File: config.mk
export PLATFORM = sky130hd
export DESIGN_NAME = ivfa_divider
export DESIGN_NICKNAME = d
export VERILOG_FILES = /design/src/rtl/ivfa_pkg.sv /design/src/rtl/ivfa_divider.sv
export SDC_FILE = /design/constraint.sdc
export NUM_CORES = 1
export LEC_CHECK = 0
export BUFFER_PORTS_ARGS = -buffer_cell sky130_fd_sc_hd__buf_2
export CAP_MARGIN = 10
export CORE_UTILIZATION = 45
export CTS_CLUSTER_DIAMETER = 60
export DETAILED_ROUTE_END_ITERATION = 10
export PLACE_DENSITY = 0.66
export SYNTH_ARGS = -nofsm -noshare
export SYNTH_HDL_FRONTEND = slang
export SYNTH_SLANG_ARGS = --single-unit
File: constraint.sdc
create_clock -name clock -period 3.3 [get_ports clock]
set_input_delay 0.165 -clock clock [delete_from_list [all_inputs] [get_ports clock]]
set_output_delay 0.165 -clock clock [all_outputs]
set_load 0.01 [all_outputs]
File: src/rtl/ivfa_pkg.sv
`default_nettype none
package ivfa_pkg;

   localparam int unsigned TimeWidth = 47;
   localparam int unsigned RelWidth  = 48;
   localparam int unsigned VecWidth  = 32;
   localparam int unsigned QuatWidth = 16;
   localparam int unsigned MatWidth  = 32;
   // numerator magnitude fits in 34 bits, shifted by 30
   localparam int unsigned DivWidth  = 64;
   localparam int unsigned SumWidth  = 34;
   localparam logic [MatWidth-1:0] Q30One = 32'h4000_0000;

   typedef enum logic [3:0] {
      ST_IDLE,
      ST_SQUARE,
      ST_CROSS,
      ST_DIV_START,
      ST_DIV_WAIT,
      ST_MAC,
      ST_MAC_WAIT,
      ST_ROUND,
      ST_OUT
   } state_type;

   typedef struct packed {
      logic start;
      logic busy;
      logic done;
   } div_ctrl_type;

endpackage
`default_nettype wire

File: src/rtl/ivfa_divider.sv
`default_nettype none
// Unsigned restoring divider, one quotient bit per cycle, rounds half up
// on the magnitude: q = (n + d/2) / d.
module ivfa_divider (
   input  wire logic                          clock,
   input  wire logic                          reset,
   input  wire logic                          start,
   input  wire logic [ivfa_pkg::DivWidth-1:0] numer,
   input  wire logic [ivfa_pkg::SumWidth-1:0] denom,
   output ivfa_pkg::div_ctrl_type             ctrl,
   output logic      [ivfa_pkg::DivWidth-1:0] quot
);
   localparam int unsigned RemW = ivfa_pkg::SumWidth + 1;
   localparam int unsigned CntW = $clog2(ivfa_pkg::DivWidth + 1);

   logic [ivfa_pkg::DivWidth-1:0] n_ff, n_in;
   logic [RemW-1:0]               r_ff, r_in;
   logic [ivfa_pkg::SumWidth-1:0] d_ff, d_in;
   logic [CntW-1:0]               cnt_ff, cnt_in;
   logic                          busy_ff, busy_in, done_ff, done_in;
   logic [RemW-1:0]               trial;
   logic [RemW-1:0]               diff;

   // one shift-subtract step
   always_comb begin
      n_in    = n_ff;
      r_in    = r_ff;
      d_in    = d_ff;
      cnt_in  = cnt_ff;
      busy_in = busy_ff;
      done_in = 1'b0;
      trial   = {r_ff[RemW-2:0], n_ff[ivfa_pkg::DivWidth-1]};
      diff    = trial - {1'b0, d_ff};
      if (start) begin
         n_in    = numer + {{(ivfa_pkg::DivWidth-ivfa_pkg::SumWidth+1){1'b0}},
                            denom[ivfa_pkg::SumWidth-1:1]};
         d_in    = denom;
         r_in    = '0;
         cnt_in  = CntW'(ivfa_pkg::DivWidth);
         busy_in = 1'b1;
      end else if (busy_ff) begin
         if (!diff[RemW-1]) begin
            r_in = diff;
            n_in = {n_ff[ivfa_pkg::DivWidth-2:0], 1'b1};
         end else begin
            r_in = trial;
            n_in = {n_ff[ivfa_pkg::DivWidth-2:0], 1'b0};
         end
         cnt_in = cnt_ff - 1'b1;
         if (cnt_ff == CntW'(1)) begin
            busy_in = 1'b0;
            done_in = 1'b1;
         end
      end
   end

   always_ff @(posedge clock) begin
      if (reset) begin
         busy_ff <= 1'b0;
         done_ff <= 1'b0;
         cnt_ff  <= '0;
      end else begin
         busy_ff <= busy_in;
         done_ff <= done_in;
         cnt_ff  <= cnt_in;
      end
      n_ff <= n_in;
      r_ff <= r_in;
      d_ff <= d_in;
   end

   assign ctrl.start = start;
   assign ctrl.busy  = busy_ff;
   assign ctrl.done  = done_ff;
   assign quot       = n_ff;
endmodule
`default_nettype wire

== Yosys cells after proc, flatten, opt, wreduce, memory -nomap -nowiden ==
Index checks and enable logic that the tools add are counted.

* Flip-flop bits (word level): 141
* Latch bits: 0
* Memory bits (writable): 0
* ROM bits: 0
* Input bits: 101
* Output and inout bits: 67
* Memories: 0

* Add/sub/neg operators: 3
* Multiply operators: 0
* Div/mod/pow operators: 0
* $lt $le $gt $ge: 0
* Eq/ne operators: 1
* Shifts and indexed selects: 0
* Muxes and demuxes: 10
* Bitwise operators: 1
* Reduce and logical (&&, ||, !) cells: 3

{| class="wikitable"
|+ Operators with widths
! operator !! count
|-
| two-way mux 64 bit || 2
|-
| adder 64 x 33 -> 64 bit || 1
|-
| subtractor 35 x 34 -> 35 bit || 1
|-
| two-way mux 34 bit || 1
|-
| two-way mux 7 bit || 2
|-
| == test 7 x 1 -> 1 bit (second input constant) || 1
|-
| subtractor 7 x 1 -> 7 bit (second input constant) || 1
|-
| two-way mux 1 bit || 5
|-
| OR reduction 3 bit || 1
|-
| nonzero test 2 bit || 1
|-
| OR reduction 2 bit || 1
|-
| NOT 1 bit || 1
|}

== Logic depth before layout (Yosys ltp) ==
* Word-level depth: 4
* Mapped depth: 15

== Least setup slack after synthesis ==
Ideal clock, no wire load.

* Path type: reg2reg
* From: register n_ff, in the netlist quot[63]
* To: register r_ff[13]
* Arrival: 3.006 ns
* Required time: 3.209 ns
* Path slack: 0.203 ns
* Cell stages (with the launch flop): 15
* Buffers on the path: 1
* Clock period less this slack: 3.097 ns
* Path through: edfxtp_1 inv_1 ha_1 inv_1 fa_1 a21oi_1 o2bb2ai_1 a311oi_2 nor4_1 o21a_1 o221ai_4 xnor2_2 buf_2 a311o_1 a311oi_1

* Cells in the longest elaborated chain, start to end: 2

{| class="wikitable"
|+ Ends and longest elaborated chain
! element !! RTL line !! text
|-
| start, declared || ivfa_divider.sv:16 || <nowiki>logic [ivfa_pkg::DivWidth-1:0] n_ff, n_in;</nowiki>
|-
| start signal, assigned || ivfa_divider.sv:67 || <nowiki>n_ff <= n_in;</nowiki>
|-
| subtractor 35 x 34 -> 35 bit || ivfa_divider.sv:33 || <nowiki>diff = trial - {1'b0, d_ff};</nowiki>
|-
| two-way mux 34 bit || ivfa_divider.sv:42 || <nowiki>if (!diff[RemW-1]) begin</nowiki>
|-
| end signal, assigned || ivfa_divider.sv:68 || <nowiki>r_ff <= r_in;</nowiki>
|-
| end, declared || ivfa_divider.sv:17 || <nowiki>logic [RemW-1:0] r_ff, r_in;</nowiki>
|}

No other way between the ends.
A chain may end at the register's enable or synchronous reset.

== Worst setup path in the final report ==
* From: register n_ff, in the netlist quot[63]
* To: register r_ff[20]

Same word-level chain as after synthesis.

==> impl_metrics.csv <==
group,metric,value,unit
cells_and_area,layout.nets,1496,
grt,use_met3,0.07043,
logic_synthesis,syn_inst,1088,
cells_and_area,nFillCells,1844,
timing,setup_tns,0,ns
grt,grt_pass1_wl,44.19,mm
grt,antenna_found_initial,3,
drt,wirelength,28.66,mm
grt,grtUsageTotal,0.2543,
logic_synthesis,synth.ff_latch_count,141,
place,dp.cells,1527,
drt,viasPerCell,5.655,
place,portBuffers,167,
worst_hold_path,hold_path_class,"input port to flop",
worst_setup_path,critPathArrivalTime,3.63,ns
drt,antenna_left,0,
floorplan,initial_core_util,0.4633,
grt,gr-usage-met2,0.4060,
timing,finalCritPeriodShare,0.9962,
clocking,htreeDepth,4,
logic_synthesis,synth-edff-count,98,
drt,vias,9133,
clocking,cts_made_buffers,17,
timing,fin_crit,3.288,ns
power_and_ir_drop,powerDensity,477.7,nW/um^2
grt,grt_pass1_vias,8687,
drt,wl_per_cell,17.75,microns
worst_setup_path,path_max_fanout,5,
floorplan,core,21220,sq um
grt,gr-total-overflow,0,
clocking,clk_latency,0.43,ns
outcome,status,"completed",
timing,setup_viol,0,
clocking,numClockSinks,141,
logic_synthesis,ys_seq_area_frac,0.3869,
timing,fin_skew,0.007330,ns
logic_synthesis,synthDistinctLibCells,69,
logic_synthesis,synthArstFlopShare,0,
floorplan,die_h,149.8,microns
logic_synthesis,syn-mean-instance-area,9.037,sq um
timing,final_hold_viol_count,0,
cells_and_area,drive_gt1_frac,0.2521,
logic_synthesis,synthFlopType,"edfxtp_1",
flow_run,cap_viol_max_count,0,
logic_synthesis,syn_nets,1260,
place,place_congestion,0.8921,
floorplan,row_count,53,
drt,dr.first_iter.drc_count,620,
logic_synthesis,syn_area,9832,sq um
timing,max-slew-margin-rel,0.2657,
clocking,cts_root_buf,"clkbuf_16",
grt,grt_max_degree,65,
grt,busiest_layer,"met2",
worst_setup_path,start_kind,"flop",
logic_synthesis,synth_warnings,0,
power_and_ir_drop,power_leakage,5.532,nW
drt,firstDrtPassIters,5,
timing,worst_pin_slew,1.100,ns
drt,drc_errors,0,
cells_and_area,final_cells,1615,
place,dpl.hpwl,20.30,mm
worst_setup_path,cp_data_required_time,3.64,ns
power_and_ir_drop,peakVddDrop,0.3275,mV
worst_setup_path,criticalPathCategory,"flop to flop",
worst_setup_path,cp-end-kind,"flop",
timing,drv_slew,0,
grt,grt_util_met1,0.3266,
floorplan,ios,168,
clocking,path_clk_slew,0.07,ns
timing,fmax,0.3042,GHz
clocking,cts_tree,"built",
timing,rsz0062_at_grt,"true",
floorplan,die_w,149.8,microns
clocking,clockBufferDepth,2,
cells_and_area,area_growth,29.17,%
floorplan,dieArea,22440,sq um
-- synth_stat cells, drive strengths merged, types with 3 or more instances --
cell type | number | share of area
a211oi | 14 | 0.011
or2 | 3 | 0.0019
o21a | 13 | 0.0099
o21ai | 52 | 0.026
nor4 | 3 | 0.0019
xnor2 | 31 | 0.029
mux2 | 24 | 0.027
buf | 15 | 0.0080
a21boi | 7 | 0.0053
nand3 | 42 | 0.021
nand4 | 11 | 0.0070
nand2 | 104 | 0.040
ha | 69 | 0.088
a21o | 35 | 0.027
and2 | 9 | 0.0057
and3 | 26 | 0.017
a311oi | 24 | 0.022
nand2b | 11 | 0.0070
a31oi | 18 | 0.011
o211ai | 11 | 0.0084
o211a | 5 | 0.0051
o31ai | 9 | 0.0069
nor2 | 114 | 0.044
clkbuf | 32 | 0.012
nor3 | 14 | 0.0071
or4 | 3 | 0.0023
a221o | 3 | 0.0031
dfxtp | 43 | 0.088
xor2 | 34 | 0.030
nor2b | 5 | 0.0032
o21bai | 8 | 0.0061
inv | 64 | 0.024
a21oi | 76 | 0.039
edfxtp | 98 | 0.30
or3 | 18 | 0.011
a211o | 4 | 0.0036
-- metrics by stage --
step	util	instance area [sq um]	power [mW]	hold slack, ns	setup WS [ns]
floorplan	-	9832	3.273	0.2341	0.2030
global placement	0.5282	11210	3.812	0.3478	-0.1085
detailed placement	0.5282	11210	3.834	0.3517	-0.2617
CTS	0.5752	12210	5.927	0.1114	0.02157
global route	0.5985	12700	6.346	0.1223	-0.05969
finish	0.5985	12700	6.066	0.1231	0.01250
-- cell families (layout without fill, tap and decap cells) --
logic type / Yosys count / after routing / share of synthesized area
xor gates and xnor gates: 65 / 66 / 0.05943
muxes: 26 / 26 / 0.02952
DFF: 141 / 141 / 0.3869
buffers and inverters: 112 / 360 / 0.04518
other: 0 / 3 / 0
and+or+nand+nor: 371 / 371 / 0.1757
AOI/OAI and AO/OA: 302 / 302 / 0.2114
adders and majority gates: 71 / 71 / 0.09188
-- layout by cell type, fill, tap and decap left out, drive strengths merged, types with 6 or more instances in the layout --
cell and n:
o21a 13, a211oi 14, nand2b 11, a21oi 76, a21boi 7, buf 224
dlygate4sd3 35, o21bai 8, inv 68, nor3 14, and3 26, clkinv 6
or3 18, clkbuf 21, and2 9, nand2 104, xor2 34, ha 69
xnor2 32, o211ai 11, dfxtp 43, a311oi 24, mux2 24, o31ai 9
nor2 114, nand3 42, a21o 35, o21ai 52, edfxtp 98, nand4 11
a31oi 18
-- power by group --
part	internal [mW]	switching, mW
clock	1.20	0.850
combinational	0.784	1.00
sequential	2.12	0.111
total	4.10	1.96
-- area by class of cell --
class	count	area, sq um	area share
sequential	141	3805	0.2996
tap	275	344.1	0.02709
clock inverter	15	186.4	0.01468
antenna	3	7.507	0.0005911
multi-input combinational	836	5889	0.4637
timing repair buffer	263	1798	0.1416
inverter	65	244.0	0.01921
clock buffer	17	425.4	0.03350
-- what timing repair did --
| action | 4_1_cts | 5_1_grt |
|---|---|---|
| pin swaps | 2 | 33 |
| setup endpoints to repair | 35 | 46 |
| hold buffers | 35 | 0 |
| gates resized for setup | 4 | 60 |
| cloned | 0 | 5 |
| buffers inserted | 1 | 12 |
| endpoints found under the hold margin | 36 | 0 |
-- sequential cells by signal, indices dropped and copies added (netlist names) --
register,cells
done_ff,1
cnt_ff,7
quot,64
d_ff,34
busy_ff,1
r_ff,34
-- layer usage --
| metal | share of wire | wire length (microns) |
|---|---|---|
| met1 | 0.44 | 12570 |
| met2 | 0.47 | 13450 |
| met3 | 0.066 | 1881 |
| met4 | 0.026 | 756 |
| met5 | 0 | 0 |
-- critical path, stage by stage, from the launching register on --
cell       delay (ns)
edfxtp_1         0.40
inv_1            0.09
ha_2             0.17
inv_2            0.04
fa_2             0.39
a21oi_4          0.20
o2bb2ai_4        0.09
a311oi_2         0.32
nor4_2           0.09
o21a_1           0.24
o221ai_4         0.23
buf_6            0.17
xnor2_4          0.21
clkbuf_16        0.25
nand2_2          0.04
a311oi_1         0.25
-- worst paths after layout --
check	startpoint	endpoint	slack (ns)	depth (start not counted)
worst max-delay path	quot[63]$_DFFE_PP_	r_ff[20]$_SDFFE_PP0P_	0.01	15
worst min-delay path	numer[55]	quot[55]$_DFFE_PP_	0.12	3
worst max register to register	quot[63]$_DFFE_PP_	r_ff[20]$_SDFFE_PP0P_	0.01	15
worst min register to register	cnt_ff[1]$_SDFFE_PP0P_	cnt_ff[1]$_SDFFE_PP0P_	0.49	2
Note: power is estimated with default switching activity, not from simulation.
